`src/rtl/lpht_ram.sv`:
```
// lpht_ram: generic single write port, single read port ram with registered read
// no dependencies
module lpht_ram #(
	parameter int WIDTH = 8,
	parameter int DEPTH = 16,
	localparam int AW = $clog2(DEPTH)
) (
	input  logic             clk,
	input  logic             we,
	input  logic [AW-1:0]    waddr,
	input  logic [WIDTH-1:0] wdata,
	input  logic [AW-1:0]    raddr,
	output logic [WIDTH-1:0] rdata
);

	logic [WIDTH-1:0] mem [DEPTH];

	// write port and registered read port
	always_ff @(posedge clk) begin
		if (we) begin
			mem[waddr] <= wdata;
		end
		rdata <= mem[raddr];
	end

endmodule

```
`config.mk`:
```
export PLATFORM = sky130hd
export DESIGN_NAME = lpht_ram
export DESIGN_NICKNAME = d
export VERILOG_FILES = /design/src/rtl/lpht_ram.sv
export SDC_FILE = /design/constraint.sdc
export NUM_CORES = 1
export LEC_CHECK = 0
export ABC_CLOCK_PERIOD_IN_PS = 2400
export CORE_MARGIN = 2
export CORE_UTILIZATION = 55
export CTS_CLUSTER_DIAMETER = 50
export CTS_CLUSTER_SIZE = 10
export DETAILED_ROUTE_END_ITERATION = 7
export DONT_BUFFER_PORTS = 1
export PLACE_DENSITY = 0.7
export SLEW_MARGIN = 25
export SYNTH_ARGS = -nofsm -noshare
export SYNTH_HDL_FRONTEND = slang
export SYNTH_SLANG_ARGS = --single-unit
```
`constraint.sdc`:
```
create_clock -name clk -period 2.4 [get_ports clk]
set_input_delay 0.36 -clock clk [delete_from_list [all_inputs] [get_ports clk]]
set_output_delay 0.36 -clock clk [all_outputs]
set_load 0.1 [all_outputs]
```
==> results_dict.tcl, run 1 <==
set metrics [dict create \
    status "finished, final reports clean" \
    r2r_start "mem[10][2]" \
    place_ws_ns 0.556 \
    r2r_end "rdata[2]" \
    postSynthAreaPerCell_sq_um 22.5 \
    vias 2338 \
    grt_pass1_vias 2354 \
    drt_iter0_drc 293 \
    path_cells "mux4_1, a22oi_1, nand2_1" \
    ys_ff_latch 136 \
    rows 35 \
    ys_seq_area_share_pct 77.8 \
    fin_setup_tns_ns 0 \
    layout_setup_ws_ns 0.940 \
    finalHoldViolations 0 \
    final_cell_mix "edfxtp_1 (128), mux4_2 (18), a22oi_1 (16), clkbuf_16 (16), buf_4 (16)" \
    cp.required_ns 2.78 \
    syn2layout_area_growth_pct 16.1 \
    path_max_fanout 1 \
    dr.pass1.iters 4 \
    final.min_clock_period_ns 1.46 \
    fin_hold_ws_ns 0.158 \
    design_area_sq_um 5970 \
    ir_worst_vdd_v 0.000570 \
    hold_depth 3 \
    cp_slowest_cell "mux4_1" \
    synth_cell_types 19 \
    cts_setup_buffers 0 \
    final_layout_size_suffix_gt1_share_pct 24.0 \
    clock_skew_ns 0.00580 \
    wl_microns 9460 \
    syn_inst 229 \
    yosys.area_share.adder_pct 0 \
    chipWidth_microns 101 \
    powerDensity_nw_per_um2 911 \
    fmax_mhz 685 \
    synth-compound-area-share_pct 2.33 \
    htree_levels 4 \
    yosysWarnings 0 \
    post_dp_cell_area_sq_um 5320 \
    p_leak_nw 1.98 \
    rsz0062_at_grt "false" \
    synth_top_family_by_area "multiplexers" \
    hold_buffers 8 \
    yosys.area_share.simple_pct 3.18 \
    crit_type "flop to flop" \
    drtAntennaViolNets 0 \
    clk_pin_slew_worst_paths_ns 0.06 \
    tightest_slew_ns 0.820 \
    fin_cells 387 \
    max_stage_delay_ns 0.54 \
    track_usage_pct 20.9 \
    cts_root_buf "clkbuf_8" \
    hpwl_microns 5450 \
    insertion_delay_ns 0.50 \
    wl_per_cell_microns 24.5 \
    grt_max_degree 33 \
    start_util_pct 56.2 \
    syn_nets 247 \
    cts_num_sinks 136 \
    drc 0 \
    die_h_microns 101 \
    synthMuxAreaShare_pct 15.0 \
    avgViaCountPerCell 6.04 \
    core-area_sq_um 9150 \
    gp_congestion 0.701 \
    cts_buffer_depth 2 \
    relSlewSlack_pct 45.1 \
    maxCapViolCount 0 \
    endpoint_kind "flop" \
    slew_viol_final 0 \
    setup_viol 0 \
    p_total_mw 5.44 \
    start_kind "flop" \
    hold_start "raddr[1]" \
    grt_antenna_before_repair 0 \
    die-area_sq_um 10100 \
    io_buffer_count 0 \
    grt-ovfl-total 0 \
    place_inst 346 \
    cp.arrival_ns 1.84 \
    fin_crit_sh_pct 60.8 \
    grt_pass1_wl_microns 14300 \
    reg2regPathDepth 3 \
    syn_area_sq_um 5150 \
    nets 280 \
    ios 26 \
    hold_class "primary input to flop" \
    min_delay_worst_endpoint "rdata[3]" \
    layout_commonest_cell "edfxtp_1" \
    cts_buffers 17 \
    rrSetupSlack_ns 0.94 \
    cts_resized 0 \
    synth-xor-area-share_pct 0 \
    cts_tree "yes" \
    utilization_pct 65.3 \
    fill_cells 580 \
]
==> critical path: cells and delay by family, from the launching register on <==
| kind | cells | cell delay, ns |
|---|---|---|
| compound gates | 1 | 0.34 |
| flops | 1 | 0.37 |
| mux | 1 | 0.54 |
| simple gates | 1 | 0.08 |
==> registers in the layout, indices dropped and copies added (netlist names) <==
signal,flops
mem,128
rdata,8
==> final cells by class <==
cell class,instances,area [sq um],area share [%]
well taps,111,139,2.32
flip-flops and latches,136,4000,67.0
clock buffers,20,445,7.46
clock inverters,12,126,2.12
diodes,1,2.50,0.0419
repair buffers,24,200,3.35
multi-input cells,83,1060,17.7
==> cells by family (layout without fill, tap and decap cells) <==
group	Yosys count	in the layout
DFF	136	136
and+or+nand+nor	35	35
muxes	32	32
AOI/OAI and AO/OA	16	16
buffers and inverters	10	56
other	0	1
==> cell usage after synthesis <==
cell type / instances / share of area, %
nand2_1: 9 / 0.66
nor3_1: 4 / 0.39
buf_2: 3 / 0.29
nand3_1: 1 / 0.097
a22oi_1: 16 / 2.3
clkdlybuf4s25_2: 3 / 0.58
mux4_1: 14 / 7.1
nand2b_1: 2 / 0.24
edfxtp_1: 128 / 75
and2b_1: 1 / 0.15
nor2_1: 13 / 0.95
buf_4: 1 / 0.15
mux4_2: 18 / 7.9
nor2b_1: 1 / 0.12
nand3b_1: 2 / 0.29
or3b_2: 1 / 0.17
and2_1: 1 / 0.12
buf_6: 3 / 0.66
dfxtp_1: 8 / 3.1
==> power by group <==
part | switching [mW] | total [mW] | internal (mW) | leakage, nW
combinational | 0.223 | 0.330 | 0.106 | 0.485
sequential | 0.0128 | 2.67 | 2.66 | 1.22
clock | 0.921 | 2.44 | 1.52 | 0.269
==> per-layer routing <==
metal  GRT usage, %  part of all wire [%]
met5              0                     0
met4           8.85                   1.2
met3           4.58                   7.7
met2           29.9                    49
met1           31.5                    42
==> worst max-delay path by stage <==
stage          slack, ns        end        from  depth (start not counted)
4_1_cts             0.92   rdata[4]    rdata[4]                          1
5_1_grt             0.87   rdata[2]  mem[10][2]                          3
6_report            0.94   rdata[2]  mem[10][2]                          3
2_1_floorplan       0.55  mem[0][0]    waddr[2]                          2
3_5_place_dp        0.56  mem[1][7]    waddr[2]                          2
3_3_place_gp        0.60  mem[1][2]    waddr[2]                          2
Power figures use the tool's default switching activity.
==> inputs of run 2 (changes only) <==
--- a/config.mk
+++ b/config.mk
@@ -5,7 +5,7 @@
 export SDC_FILE = /design/constraint.sdc
 export NUM_CORES = 1
 export LEC_CHECK = 0
-export ABC_CLOCK_PERIOD_IN_PS = 2400
+export ABC_CLOCK_PERIOD_IN_PS = 1550
 export CORE_MARGIN = 2
 export CORE_UTILIZATION = 55
 export CTS_CLUSTER_DIAMETER = 50
==> constraint.sdc (replaced) <==
create_clock -name clk -period 1.55 [get_ports clk]
set_input_delay 0.2325 -clock clk [delete_from_list [all_inputs] [get_ports clk]]
set_output_delay 0.2325 -clock clk [all_outputs]
set_load 0.1 [all_outputs]
==> run 2 against run 1 <==
Non-clock buffer count grew 11. Sequential cell count is the same. Die area is the same. Sequential share of layout area shrank 1.1 points. Highest routed layer unchanged. Critical path type is now flop to output pin. First-iteration DRC count shrank 26%.
==> results_dict.tcl, run 2 (synthesis gave the netlist of run 1 again) <==
set metrics [dict create \
    fin_cells 398 \
    cts_buffers 17 \
    rsz0062_at_grt "false" \
    p_leak_nw 2.05 \
    p_total_mw 8.54 \
    r2r_start "mem[11][3]" \
    cts_setup_buffers 0 \
    grt_pass1_vias 2532 \
    clockPowerShare_pct 45.4 \
    endpoint_kind "output pin" \
    wl_per_cell_microns 24.9 \
    io_buffer_count 0 \
    cp.arrival_ns 1.20 \
    htree_levels 4 \
    p_int_mw 6.80 \
    grt-ovfl-total 0 \
    path_cells "buf_4" \
    powerDensity_nw_per_um2 1410 \
    fin_crit_sh_pct 92.7 \
    final_layout_size_suffix_gt1_share_pct 25.9 \
    regMostFlops "mem" \
    biggestRegsByFlops "mem (128), rdata (8)" \
    max_stage_delay_ns 0.38 \
    power.switching_mw 1.74 \
    finalHoldViolations 0 \
    start_kind "flop" \
    hold_start "raddr[1]" \
    p_sw_share_pct 20.3 \
    path_max_fanout 1 \
    place_inst 356 \
    maxCapViolCount 0 \
    dr.pass1.iters 4 \
    syn2layout_area_growth_pct 18.0 \
    status "finished, final reports clean" \
    design_area_sq_um 6070 \
    die_h_microns 101 \
    seqPwrFrac_pct 48.5 \
    crit_type "flop to output pin" \
    drtAntennaViolNets 0 \
    pwr-share-comb_pct 6.1 \
    post_dp_cell_area_sq_um 5400 \
    insertion_delay_ns 0.52 \
    drc 0 \
    ir_worst_vdd_v 0.000827 \
    start_util_pct 56.2 \
    crit_start "rdata[7]" \
    core-area_sq_um 9150 \
    cts_root_buf "clkbuf_8" \
    largest_register_ffs 128 \
    ios 26 \
    track_usage_pct 21.8 \
    fin_hold_ws_ns 0.0325 \
    fin_setup_tns_ns 0 \
    cts_num_sinks 136 \
    grt_pass1_wl_microns 15000 \
    final_cell_mix "edfxtp_1 (128), buf_4 (26), mux4_2 (18)" \
    chipWidth_microns 101 \
    cp_slowest_cell "dfxtp_1" \
    cts_buffer_depth 2 \
    crit_family "flip-flops" \
    vias 2468 \
    grt_antenna_before_repair 1 \
    relSlewSlack_pct 56.2 \
    cts_tree "yes" \
    die-area_sq_um 10100 \
    nets 291 \
    avgViaCountPerCell 6.20 \
    wl_microns 9910 \
    clk_pin_slew_worst_paths_ns 0.06 \
    crit_buf_inv 1 \
    rows 35 \
    setup_viol 0 \
    tightest_slew_ns 0.655 \
    cts_resized 0 \
    fmax_mhz 696 \
    hpwl_microns 5920 \
    final.min_clock_period_ns 1.44 \
    layout_commonest_cell "edfxtp_1" \
    hold_class "primary input to flop" \
    grt_max_degree 33 \
    gp_congestion 0.740 \
    cp.required_ns 1.32 \
    clock_skew_ns 0.00622 \
    drt_iter0_drc 216 \
    slew_viol_final 0 \
]
==> run 2: timing repair <==
| item | in CTS | in global routing |
|---|---|---|
| hold endpoints to repair | 130 | 0 |
| hold buffers | 9 | 0 |
| setup endpoints to repair | 0 | 0 |
==> run 2: area by class of cell <==
type	instances	area (sq um)
Sequential cell	136	4000
Fill cell	583	3080
Multi-Input combinational cell	83	1060
Clock buffer	22	453
Timing Repair Buffer	35	285
Tap cell	111	139
Clock inverter	10	126
Antenna cell	1	2.50
==> run 2: tightest hold or removal path, stage by stage <==
cell,delay (ns)
mux4_1,0.13
a22oi_1,0.08
nand2_1,0.07
==> run 2: path summary, 6_finish.rpt <==
kind	end	slack, ns	depth (start not counted)
worst min register to register	rdata[3]	0.67	3
worst max-delay path	rdata[7]	0.11	1
worst min-delay path	rdata[2]	0.03	3
worst max register to register	rdata[3]	0.17	3
==> run 2: per-stage QoR <==
step	utilization, %	setup slack [ns]
final	66.3	0.113
after global routing	66.3	0.0758
after CTS	66.3	0.0715
after detailed placement	59.0	0.163
after global placement	59.0	0.162
after floorplan	-	0.0514
==> run 2: power by group through the flow <==
| stage | sequential (mW) | clock (mW) | combinational, mW |
|---|---|---|---|
| 2_1_floorplan | 4.38 | 0 | 0.209 |
| 5_1_grt | 4.14 | 4.07 | 0.544 |
| 3_3_place_gp | 4.21 | 0 | 0.450 |
| 3_5_place_dp | 4.22 | 0 | 0.453 |
| 6_report | 4.14 | 3.88 | 0.518 |
| 4_1_cts | 4.14 | 3.92 | 0.521 |
==> run 2: per-layer routing <==
metal | share of wire (%) | up-vias | wire length, microns | GRT usage, %
li1 | - | 1066 | - | -
met1 | 40 | 1259 | 4010 | 29.9
met2 | 49 | 122 | 4890 | 32.1
met3 | 7.6 | 21 | 755 | 6.52
met4 | 2.6 | 0 | 253 | 11.1
met5 | 0 | - | 0 | 0
==> inputs of run 3 (changes only) <==
--- a/config.mk
+++ b/config.mk
@@ -13,6 +13,7 @@
 export DETAILED_ROUTE_END_ITERATION = 7
 export DONT_BUFFER_PORTS = 1
 export PLACE_DENSITY = 0.7
+export REMOVE_ABC_BUFFERS = 1
 export SLEW_MARGIN = 25
 export SYNTH_ARGS = -nofsm -noshare
 export SYNTH_HDL_FRONTEND = slang
==> run 3 against run 2 <==
Cell area decreased by 1.3%. Sequential cell count is the same. Largest cell class unchanged. Sequential share of layout area grew 0.90 points. Core utilization is 0.89 points lower. Highest routed layer unchanged. Clock power decreased by 11%. Critical endpoint is now rdata[2].
==> results_dict.tcl, run 3 (synthesis gave the netlist of run 1 again) <==
set metrics [dict create \
    status "finished, final reports clean" \
    seqPwrFrac_pct 51.1 \
    utilization_pct 65.5 \
    wl_microns 9390 \
    syn2layout_area_growth_pct 16.4 \
    hpwl_microns 5830 \
    multi_input_area_sq_um 1060 \
    cts_tree "yes" \
    track_usage_pct 20.8 \
    rrSetupSlack_ns 0.18 \
    max_stage_delay_ns 0.36 \
    fill_cells 608 \
    grt-ovfl-total 0 \
    ios 26 \
    crit_buf_inv 1 \
    path_max_fanout 1 \
    drc 0 \
    slew_viol_final 0 \
    place_inst 356 \
    design_area_sq_um 5990 \
    p_leak_nw 2.01 \
    final_layout_size_suffix_gt1_share_pct 23.5 \
    p_total_mw 8.10 \
    fin_setup_tns_ns 0 \
    insertion_delay_ns 0.51 \
    layout_commonest_cell "edfxtp_1" \
    grt_max_degree 33 \
    io_buffer_count 0 \
    p_sw_share_pct 20.4 \
    dr.pass1.iters 4 \
    chipWidth_microns 101 \
    hold_class "primary input to flop" \
    die_h_microns 101 \
    maxCapViolCount 0 \
    largest_register_ffs 128 \
    rsz0062_at_grt "false" \
    cts_num_sinks 136 \
    clock_skew_ns 0.00583 \
    gp_congestion 0.827 \
    cts_buffer_depth 2 \
    regMostFlops "mem" \
    power.switching_mw 1.65 \
    finalHoldViolations 0 \
    cp.arrival_ns 1.18 \
    cts_root_buf "clkbuf_8" \
    post_dp_cell_area_sq_um 5400 \
    drt_iter0_drc 217 \
    pwr-share-comb_pct 6.2 \
    wl_per_cell_microns 23.6 \
    ir_worst_vdd_v 0.00106 \
    final.min_clock_period_ns 1.41 \
    htree_levels 4 \
    grt_pass1_vias 2433 \
    vias 2354 \
    relSlewSlack_pct 54.6 \
    p_int_mw 6.45 \
    cts_buffers 17 \
    crit_family "flip-flops" \
    die-area_sq_um 10100 \
    final_cell_mix "edfxtp_1 (128), buf_4 (26), mux4_2 (18)" \
    start_kind "flop" \
    rows 35 \
    cp.required_ns 1.32 \
    grt_pass1_wl_microns 14500 \
    biggestRegsByFlops "mem (128), rdata (8)" \
    endpoint_kind "output pin" \
    cp_slowest_cell "dfxtp_1" \
    core-area_sq_um 9150 \
    start_util_pct 56.2 \
    fin_crit_sh_pct 91.3 \
    setup_viol 0 \
    nets 290 \
    path_cells "buf_4" \
    grt_antenna_before_repair 1 \
    clk_pin_slew_worst_paths_ns 0.05 \
    seqCellArea_sq_um 4000 \
    avgViaCountPerCell 5.93 \
    fmax_mhz 707 \
    tightest_slew_ns 0.679 \
    fin_cells 397 \
    crit_type "flop to output pin" \
    drtAntennaViolNets 0 \
    powerDensity_nw_per_um2 1350 \
    clockPowerShare_pct 42.7 \
]
run 3: changes by cell type in the layout (fill, tap and decap cells not counted), sizes merged:
cell         previous run  this run
clkinv                  6         2
bufinv                  3         1
dlygate4sd3             9         8
clkbuf                 22        28
run 3: worst min-delay path, delay by kind of cell:
family | cells | cell delay [ns]
mux | 1 | 0.15
compound gates | 1 | 0.06
simple gates | 1 | 0.05
run 3: layout make-up:
class / instances / area share [%]
clock inverters: 4 / 0.794
clock buffers: 28 / 7.77
diodes: 1 / 0.0418
well taps: 111 / 2.32
repair buffers: 34 / 4.59
multi-input cells: 83 / 17.6
flip-flops and latches: 136 / 66.8
run 3: power by group through the flow:
stage	Sequential [mW]	Clock (mW)	Combinational, mW
2_1_floorplan	4.38	0	0.165
3_3_place_gp	4.21	0	0.440
3_5_place_dp	4.21	0	0.443
4_1_cts	4.14	3.52	0.508
5_1_grt	4.14	3.70	0.530
6_report	4.14	3.46	0.504
run 3: final timing paths:
path	start	endpoint	depth (start not counted)
worst max register to register	mem[9][3]	rdata[3]	3
worst max-delay path	rdata[2]	rdata[2]	1
worst min register to register	mem[12][6]	rdata[6]	3
worst min-delay path	raddr[1]	rdata[6]	3
run 3: layer usage:
metal | wire length, microns | GRT usage, %
met1 | 4240 | 30.0
met2 | 4530 | 30.5
met3 | 517 | 5.96
met4 | 99 | 8.54
met5 | 0 | 0
run 3: timing repair:
| action | in CTS | in global routing |
|---|---|---|
| endpoints found under the setup margin | 0 | 0 |
| setup buffers | 0 | 0 |
| endpoints found under the hold margin | 128 | 0 |
| hold buffers | 8 | 0 |
| gates resized for setup | 0 | 0 |
run 3: through the flow:
stage,hold WS (ns),setup slack (ns)
5_1_grt,0.00725,0.100
6_report,0.0193,0.135
3_3_place_gp,0.332,0.184
2_1_floorplan,0.331,-0.175
3_5_place_dp,0.332,0.123
4_1_cts,0.00178,0.123
