File: src/rtl/lpht_pkg.sv
// lpht_pkg: shared types, codes and default sizes for the linear probe hash table
// no dependencies; used by lpht_rem, the core and the bench
package lpht_pkg;

	// default sizes
	localparam int DEPTH_DEF      = 1024;
	localparam int VALUE_BITS_DEF = 32;
	localparam int KEY_BITS       = 64;
	localparam int TS_W           = 11;
	localparam int TS_RESET       = 1024;
	localparam int FOUND_W        = 32;
	localparam int LIVE_W         = 11;

	// operation codes
	localparam logic [1:0] OP_INSERT = 2'd0;
	localparam logic [1:0] OP_FIND   = 2'd1;
	localparam logic [1:0] OP_ERASE  = 2'd2;

	// result status codes
	localparam logic [1:0] ST_OK   = 2'd0;
	localparam logic [1:0] ST_DUP  = 2'd1;
	localparam logic [1:0] ST_MISS = 2'd2;

	// slot state codes
	localparam logic [1:0] SLOT_FREE = 2'd0;
	localparam logic [1:0] SLOT_OCC  = 2'd1;
	localparam logic [1:0] SLOT_DEL  = 2'd2;

	// configuration register index
	localparam logic REG_TABLE_SIZE = 1'b0;

	typedef struct packed {
		logic [1:0]          op;
		logic [KEY_BITS-1:0] key;
		logic [31:0]         value;
	} cmd_t;

	typedef struct packed {
		logic [1:0]         status;
		logic [FOUND_W-1:0] found_value;
		logic [LIVE_W-1:0]  live_count;
	} res_t;

	typedef enum logic [2:0] {
		S_CLEAR,
		S_IDLE,
		S_HASH,
		S_READ,
		S_CHECK
	} fsm_t;

	// decisions taken on one probed slot
	typedef struct packed {
		logic       finish;
		logic       advance;
		logic [1:0] status;
		logic       use_value;
		logic       cnt_inc;
		logic       cnt_dec;
	} probe_ctl_t;

endpackage

File: src/rtl/lpht_rem.sv
// lpht_rem: bit-serial remainder of the 64-bit key by the table size
// depends on lpht_pkg for the key width
module lpht_rem #(
	parameter int DEPTH = lpht_pkg::DEPTH_DEF,
	localparam int IDX_W = $clog2(DEPTH),
	localparam int CNT_W = $clog2(DEPTH + 1)
) (
	input  logic                          clk,
	input  logic                          arst_n,
	input  logic                          start,
	input  logic [lpht_pkg::KEY_BITS-1:0] dividend,
	input  logic [CNT_W-1:0]              divisor,
	output logic                          busy,
	output logic [IDX_W-1:0]              rem
);

	localparam int STEP_W = $clog2(lpht_pkg::KEY_BITS);

	logic                          busy_q;
	logic [STEP_W-1:0]             step_q;
	logic [CNT_W-1:0]              rem_q;
	logic [CNT_W-1:0]              div_q;
	logic [lpht_pkg::KEY_BITS-1:0] dvd_q;
	logic [CNT_W:0]                shifted;
	logic [CNT_W:0]                trial;

	// one restoring step per cycle
	always_comb begin
		shifted = {rem_q, dvd_q[lpht_pkg::KEY_BITS-1]};
		trial   = shifted - {1'b0, div_q};
	end

	always_ff @(posedge clk or negedge arst_n) begin
		if (!arst_n) begin
			busy_q <= 1'b0;
			step_q <= '0;
		end else if (start) begin
			busy_q <= 1'b1;
			step_q <= '0;
		end else if (busy_q) begin
			step_q <= step_q + 1'b1;
			if (step_q == STEP_W'(lpht_pkg::KEY_BITS - 1)) begin
				busy_q <= 1'b0;
			end
		end
	end

	always_ff @(posedge clk) begin
		if (start) begin
			rem_q <= '0;
			div_q <= divisor;
			dvd_q <= dividend;
		end else if (busy_q) begin
			rem_q <= (shifted >= {1'b0, div_q}) ? trial[CNT_W-1:0] : shifted[CNT_W-1:0];
			dvd_q <= dvd_q << 1;
		end
	end

	assign busy = busy_q;
	// remainder is below the divisor, which is at most DEPTH
	assign rem  = rem_q[IDX_W-1:0];

endmodule

File: config.mk
export PLATFORM = sky130hd
export DESIGN_NAME = lpht_rem
export DESIGN_NICKNAME = d
export VERILOG_FILES = /design/src/rtl/lpht_pkg.sv /design/src/rtl/lpht_rem.sv
export SDC_FILE = /design/constraint.sdc
export NUM_CORES = 1
export LEC_CHECK = 0
export BUFFER_PORTS_ARGS = -buffer_cell sky130_fd_sc_hd__clkbuf_2
export CORE_MARGIN = 1.5
export CORE_UTILIZATION = 54
export DETAILED_ROUTE_END_ITERATION = 6
export MAX_ROUTING_LAYER = met4
export PLACE_DENSITY = 0.88
export SLEW_MARGIN = 20
export SYNTH_ARGS = -nofsm -noshare
export SYNTH_HDL_FRONTEND = slang
export SYNTH_SLANG_ARGS = --single-unit
export TNS_END_PERCENT = 1
File: constraint.sdc
create_clock -name clk -period 3.39 [get_ports clk]
set_input_delay 0.5085 -clock clk [delete_from_list [all_inputs] [get_ports clk]]
set_output_delay 0.5085 -clock clk [all_outputs]
set_load 0.02 [all_outputs]
==> results of run 1 <==
per-layer routing:
layer	global-route usage, %	wire length [um]	vias up	part of all wire (%)
met1	26.9	3810	1367	45
li1	-	-	1383	-
met2	30.8	3880	80	46
met4	9.08	177	0	2.1
met5	-	0	-	0
met3	5.26	535	17	6.4
sequential cells by signal, summed over array words and instances, names as in the netlist:
signal and cells:
dvd_q 64, div_q 11, rem_q 11, step_q 6, busy 1
layout make-up:
cell class                 count  area [um2]
multi-input combinational    194        1660
inverter                      16        60.1
timing repair buffer          92         500
clock inverter                 6        68.8
tap                          105         131
fill                         606        2940
sequential                    93        2650
clock buffer                  10         128
metrics by stage:
step	instance area, um2	utilization [%]	power, mW	instances
floorplan	4500	-	2.24	327
global placement	4990	61.3	2.38	499
detailed placement	4990	61.3	2.43	499
CTS	5190	63.9	3.17	516
global route	5190	63.9	3.32	516
finish	5190	63.9	3.16	516
final timing paths:
check,endpoint,cells after the start,slack [ns]
max,rem_q[0]$_SDFFE_PP0P_,9,0.55
min,div_q[0]$_DFFE_PP_,1,0.31
max reg2reg,rem_q[0]$_SDFFE_PP0P_,9,0.55
min reg2reg,rem_q[8]$_SDFFE_PP0P_,2,0.52
max in group asynchronous,step_q[0]$_DFFE_PN0P_,2,2.71
min in group asynchronous,busy$_DFF_PN0_,2,0.50
layout by cell type (no fill, tap or decap), types with 2 or more instances in the layout:
cell      instances
or2_2             3
buf_4             2
a21o_1            4
xor2_1            4
inv_6             2
xnor2_1           3
a311oi_1          7
nand2_1          16
or3b_1            2
buf_12            2
nor3_1            3
o21ai_0           7
nor2b_1           3
a21oi_1           4
and4_1            2
mux2_2           64
edfxtp_1         75
nor2_1           16
o21bai_1          2
nand4_1           2
nand3_1           3
dfrtp_1           7
and3_1            2
a31oi_1           2
mux2i_1           4
nor4_1            2
dfxtp_1          11
clkbuf_2         87
clkbuf_8          9
ha_1             12
a211oi_1          2
inv_1            16
cell families (layout without fill, tap and decap cells):
group,after synthesis,after routing,synth area share [%]
flip-flops,93,93,58.8
multiplexers,68,68,16.9
AND/OR/NAND/NOR,62,62,7.31
AO/OA/AOI/OAI,44,44,7.48
buffers and inverters,40,124,4.34
adder cells (fa/ha/maj),13,13,3.78
XOR/XNOR,7,7,1.36
where the power goes:
group / internal, mW / leakage (nW) / switching [mW] / total (mW)
clock: 0.347 / 0.0973 / 0.400 / 0.746
combinational: 0.414 / 1.12 / 0.512 / 0.926
sequential: 1.39 / 0.968 / 0.0967 / 1.49
==> impl_metrics.py, run 1 <==
metrics = {
    "floorplanning": {
        "top_level_ports": 89,
        "die_area_mm2": 0.00889,
        "fp_rows": 33,
        "die-width_um": 94.3,
        "die_height_um": 94.3,
        "start_util_pct": 55.3,
        "core_area_mm2": 0.00813,
    },
    "detailed_routing": {
        "final_routed_drc_violation_total": 0,
        "drt_iter0_drc": 150,
        "wl_per_cell_um": 16.3,
        "postRouteAntennaNets": 0,
        "postRouteWirelength_mm": 8.40,
        "drt_pass1_iterations": 4,
        "via_to_cell_ratio": 5.52,
        "via_count": 2847,
    },
    "synthesis": {
        "ys_top_cells_by_count": "edfxtp_1, mux2_2, inv_1, nand2_1, nor2_1",
        "yosysWarningCount": 0,
        "syn-mean-instance-area_um2": 13.8,
        "yosysSeqAreaShare_pct": 58.8,
        "yosysMostFrequentCell": "edfxtp_1",
        "postSynthNetCount": 418,
        "postSynth.topFlopCell": "edfxtp_1",
        "ys_async_sr_fraction_pct": 7.53,
        "netlist_instances": 327,
        "yosys.area.top_type_share_pct": 50.0,
        "post_synth_top_area_cell": "edfxtp_1",
        "synth_enable_flop_cells": 75,
        "synth_area_leaders": "edfxtp_1, mux2_2, dfxtp_1",
        "synth.ff_latch_count": 93,
        "number_of_distinct_standard_cells_referenced_by_the_synthesized_netlist": 55,
        "syn-cell-area_mm2": 0.00450,
    },
    "grt": {
        "first_global_vias": 2767,
        "antenna_found_initial": 0,
        "groute.usage.overall_pct": 20.7,
        "grt_max_degree": 94,
        "grt_overflow": 0,
        "wire_length_of_the_first_global_routing_pass_mm": 13.4,
    },
    "clocking": {
        "post_cts_hold_buffer_count": 1,
        "postCtsSetupRepairBufs": 0,
        "clock_tree.htree_level_count": 3,
        "post_cts.resized_instances": 0,
        "cts_tree": "built",
        "cts_buffers": 9,
        "cts-root-to-sink-buffers": 2,
        "clk_pin_slew_worst_paths_ns": 0.10,
        "clk_latency_ns": 0.36,
        "cts_sinks": 93,
        "ctsRootBufferMaster": "clkbuf_8",
    },
    "worst_setup_path": {
        "criticalPathCategory": "flip-flop to flip-flop",
        "crit_path_cell_trace": "inv_1 > ha_1 > fa_1 > nor2b_1 > o22a_1 > o2111a_2 > a211oi_2 > mux2_2 > a211oi_1",
        "critical_path_required_ns": 3.67,
        "crit_path_end_kind": "flip-flop",
        "worst-path-max-fanout": 11,
        "cp_top_family": "compound AO/OA/AOI/OAI gates",
        "critPathMaxStageDelay_ns": 0.60,
        "setup.worst_path.start": "dvd_q[63]$_DFFE_PP_",
        "critical-path-slowest-cell": "a211oi_2",
        "worstReg2RegStart": "dvd_q[63]$_DFFE_PP_",
        "worstPathBufferInverterCount": 1,
        "critPathArrivalTime_ns": 3.11,
        "start_kind": "flip-flop",
    },
    "layout": {
        "syn_to_final_growth_pct": 15.4,
        "fin_nets": 497,
        "final_layout_size_suffix_gt1_share_pct": 44.3,
        "antenna_cells": 0,
    },
    "timing": {
        "worstMarginPinSlew_ns": 0.752,
        "layout_min_cycle_time_ns": 2.84,
        "setup_viol": 0,
        "max_clock_freq_mhz": 353,
        "setup_repair_after_global_routing_missed_its_margin": "false",
        "relSlewSlack_pct": 49.8,
        "finalHoldWorstSlack_ns": 0.313,
        "slew_viols_final": 0,
        "final_min_period_over_clock_period_pct": 83.6,
        "fin_ws_ns": 0.554,
        "final-hold-violation-count": 0,
        "fin_skew_ns": 0.0156,
        "totalNegativeSetupSlack_ns": 0,
    },
    "power": {
        "p_leak_nw": 2.19,
        "max-vdd-ir-drop_uv": 442,
        "power.density_mw_per_mm2": 609,
    },
    "worst_hold_path": {
        "min-delay-path-class": "input pin to flip-flop",
        "hold_path.startpoint": "divisor[0]",
    },
    "placement": {
        "pre_cts_ws_ns": 0.663,
        "portBuffers": 88,
        "gp_routability_congestion": 0.873,
        "place_hpwl_mm": 5.85,
    },
    "run": {
        "drv_cap": 0,
    },
    "status": {
        "status": "finished, final reports clean",
    },
}
(Power assumes the default switching activity.)
==> run 2, diff against run 1 <==
--- a/config.mk
+++ b/config.mk
@@ -5,12 +5,13 @@
 export SDC_FILE = /design/constraint.sdc
 export NUM_CORES = 1
 export LEC_CHECK = 0
+export ABC_AREA = 1
 export BUFFER_PORTS_ARGS = -buffer_cell sky130_fd_sc_hd__clkbuf_2
 export CORE_MARGIN = 1.5
-export CORE_UTILIZATION = 54
+export CORE_UTILIZATION = 50
 export DETAILED_ROUTE_END_ITERATION = 6
 export MAX_ROUTING_LAYER = met4
-export PLACE_DENSITY = 0.88
+export PLACE_DENSITY = 0.86
 export SLEW_MARGIN = 20
 export SYNTH_ARGS = -nofsm -noshare
 export SYNTH_HDL_FRONTEND = slang
==> constraint.sdc (replaced) <==
create_clock -name clk -period 2.28 [get_ports clk]
set_input_delay 0.342 -clock clk [delete_from_list [all_inputs] [get_ports clk]]
set_output_delay 0.342 -clock clk [all_outputs]
set_load 0.02 [all_outputs]
==> run 2 against run 1 <==
Register-to-register slack got worse by 0.35 ns; power rose by 48%; final cell count grew 47%; design area grew 5.1%; clock skew down 0.0061 ns; global-route usage about the same; critical path type unchanged; sequential share of layout area down 2.5 points; count of clock-buffer cells in the layout down 1; critical endpoint is now rem_q[10]$_SDFFE_PP0P_; clock power rose by 47%.
==> impl_metrics.py, run 2 <==
metrics = {
    "worst_setup_path": {
        "critPathMaxStageDelay_ns": 0.41,
        "critical_path_required_ns": 2.58,
        "setup.worst_path.start": "div_q[0]$_DFFE_PP_",
        "crit_path_end_kind": "flip-flop",
        "worstReg2RegStart": "div_q[0]$_DFFE_PP_",
        "critPathArrivalTime_ns": 2.37,
        "start_kind": "flip-flop",
        "crit_path_cell_trace": "ha_1 > fa_1 > inv_1 > nand2_1 > nand2_1 > nand2_2 > nand2_1 > nand2_2 > buf_4 > nand4_1 > nand2_1 > inv_1 > nand2_1 > nand2_1",
        "critical-path-slowest-cell": "fa_1",
        "critical-path-top-cell-by-count": "nand2_1",
        "worst-path-max-fanout": 11,
        "criticalPathCategory": "flip-flop to flip-flop",
    },
    "floorplanning": {
        "fp_rows": 35,
        "die_height_um": 100,
        "die_area_mm2": 0.0101,
        "die-width_um": 100,
        "start_util_pct": 51.4,
        "core_area_mm2": 0.00924,
        "top_level_ports": 89,
    },
    "worst_hold_path": {
        "min-delay-path-class": "input pin to flip-flop",
        "hold_path.startpoint": "divisor[4]",
    },
    "grt": {
        "first_global_vias": 3663,
        "groute.usage.overall_pct": 20.7,
        "wire_length_of_the_first_global_routing_pass_mm": 16.1,
        "antenna_found_initial": 0,
        "grt_max_degree": 79,
        "grt_overflow": 0,
    },
    "timing": {
        "worstMarginPinSlew_ns": 0.781,
        "totalNegativeSetupSlack_ns": 0,
        "max_clock_freq_mhz": 482,
        "final-hold-violation-count": 0,
        "layout_min_cycle_time_ns": 2.07,
        "final_min_period_over_clock_period_pct": 91.0,
        "slew_viols_final": 0,
        "relSlewSlack_pct": 47.9,
        "fin_skew_ns": 0.00950,
        "setup_repair_after_global_routing_missed_its_margin": "false",
        "setup_viol": 0,
    },
    "clocking": {
        "cts_sinks": 93,
        "clk_pin_slew_worst_paths_ns": 0.11,
        "cts_tree": "built",
        "clock_tree.htree_level_count": 3,
        "clk_latency_ns": 0.36,
        "cts-root-to-sink-buffers": 2,
        "ctsRootBufferMaster": "clkbuf_8",
        "cts_buffers": 9,
    },
    "layout": {
        "layout_common_cells": "nand2_1, clkbuf_2, edfxtp_1",
        "layout.cells.most_common": "nand2_1",
        "syn_to_final_growth_pct": 14.8,
        "final_layout_size_suffix_gt1_share_pct": 21.1,
        "register_with_the_most_flip_flops": "dvd_q",
        "fin_nets": 715,
        "filler_cell_count": 833,
        "number_of_flip_flops_in_the_largest_register": 64,
        "layout_top_registers": "dvd_q (64), div_q (11), rem_q (11)",
        "antenna_cells": 0,
    },
    "detailed_routing": {
        "drt_iter0_drc": 154,
        "via_count": 3686,
        "final_routed_drc_violation_total": 0,
        "via_to_cell_ratio": 4.86,
        "wl_per_cell_um": 12.3,
        "postRouteAntennaNets": 0,
        "drt_pass1_iterations": 4,
        "postRouteWirelength_mm": 9.30,
    },
    "placement": {
        "gp_routability_congestion": 0.925,
        "place_hpwl_mm": 6.62,
        "portBuffers": 88,
    },
    "synthesis": {
        "synth_enable_flop_cells": 75,
        "ys_top_cells_by_count": "nand2_1, edfxtp_1, inv_1",
        "yosysMostFrequentCell": "nand2_1",
        "synthSimpleGateAreaFrac_pct": 29.4,
        "netlist_instances": 549,
        "synth.ff_latch_count": 93,
        "yosys.area.top_type_share_pct": 47.4,
        "combinational_family_with_the_most_area_after_synthesis": "simple AND/OR/NAND/NOR gates",
        "post_synth_top_area_cell": "edfxtp_1",
        "synth_adder_area_share_pct": 3.58,
        "synth_area_leaders": "edfxtp_1, nand2_1, dfxtp_1",
        "number_of_distinct_standard_cells_referenced_by_the_synthesized_netlist": 30,
        "share_of_the_synthesized_area_in_compound_gates_ao_oa_aoi_oai_pct": 1.87,
        "yosys.area_share.xor_xnor_pct": 0.553,
        "muxShareOfSynthArea_pct": 0,
        "yosysSeqAreaShare_pct": 55.7,
        "yosysWarningCount": 0,
        "syn-mean-instance-area_um2": 8.66,
        "postSynth.topFlopCell": "edfxtp_1",
        "ys_async_sr_fraction_pct": 7.53,
        "postSynthNetCount": 640,
        "syn-cell-area_mm2": 0.00475,
    },
    "power": {
        "power.density_mw_per_mm2": 855,
        "p_leak_nw": 2.83,
        "total_power_mw": 4.67,
        "max-vdd-ir-drop_uv": 343,
    },
    "run": {
        "drv_cap": 0,
    },
    "status": {
        "status": "finished, final reports clean",
    },
}
run 2: kinds of logic after synthesis:
family	Yosys count
buf+inv	91
compound gates	14
flops	93
fa+ha+maj	13
xor+xnor	3
simple gates	335
run 2: layout make-up:
| type | instances | area [um2] | share of cell area [%] |
|---|---|---|---|
| clock inverter | 7 | 80.1 | 1.47 |
| inverter | 60 | 229 | 4.20 |
| multi-input combinational | 365 | 1700 | 31.1 |
| timing repair buffer | 95 | 520 | 9.54 |
| tap | 129 | 161 | 2.96 |
| sequential | 93 | 2650 | 48.5 |
| clock buffer | 9 | 124 | 2.27 |
run 2: power breakdown:
| part | internal (mW) | total (mW) | switching (mW) |
|---|---|---|---|
| clock | 0.436 | 1.10 | 0.661 |
| sequential | 2.04 | 2.15 | 0.110 |
| combinational | 0.533 | 1.42 | 0.884 |
| total | 3.01 | 4.67 | 1.65 |
run 2: metal layers:
layer,vias to the layer above,global-route usage (%),share of wire (%)
met3,10,4.65,5.5
li1,1882,-,-
met5,-,-,0
met1,1674,25.6,45
met4,0,6.07,0.99
met2,120,34.1,49
run 2: per-stage QoR:
step	utilization, %	cell area, um2	hold slack [ns]	std cells	worst slack [ns]
after floorplan	-	4760	0.0464	549	0.118
after global placement	56.7	5240	0.182	741	0.306
after detailed placement	56.7	5240	0.188	741	0.200
after CTS	59.0	5450	0.133	758	0.150
after global routing	59.1	5460	0.133	758	0.0444
final	59.1	5460	0.157	758	0.206
run 2: what timing repair did:
action | in CTS | in global routing
hold endpoints to repair | 7 | 0
setup endpoints to repair | 0 | 5
gates resized for setup | 0 | 1
hold buffers | 1 | 0
buffers inserted | 0 | 0
run 2: worst max-delay path, delay by kind of cell (launching register included):
kind | cells | cell delay (ns)
buffers and inverters | 3 | 0.37
adders and majority gates | 2 | 0.65
DFF | 1 | 0.39
and+or+nand+nor | 9 | 0.61
run 2: path summary, 6_finish.rpt:
check / endpoint / slack (ns) / cells past startpoint
max reg2reg: rem_q[10]$_SDFFE_PP0P_ / 0.21 / 14
max: rem_q[10]$_SDFFE_PP0P_ / 0.21 / 14
min: div_q[4]$_DFFE_PP_ / 0.16 / 1
min in group asynchronous: step_q[4]$_DFFE_PN0P_ / 0.35 / 2
min reg2reg: rem_q[10]$_SDFFE_PP0P_ / 0.49 / 2
max in group asynchronous: step_q[3]$_DFFE_PN0P_ / 1.76 / 2
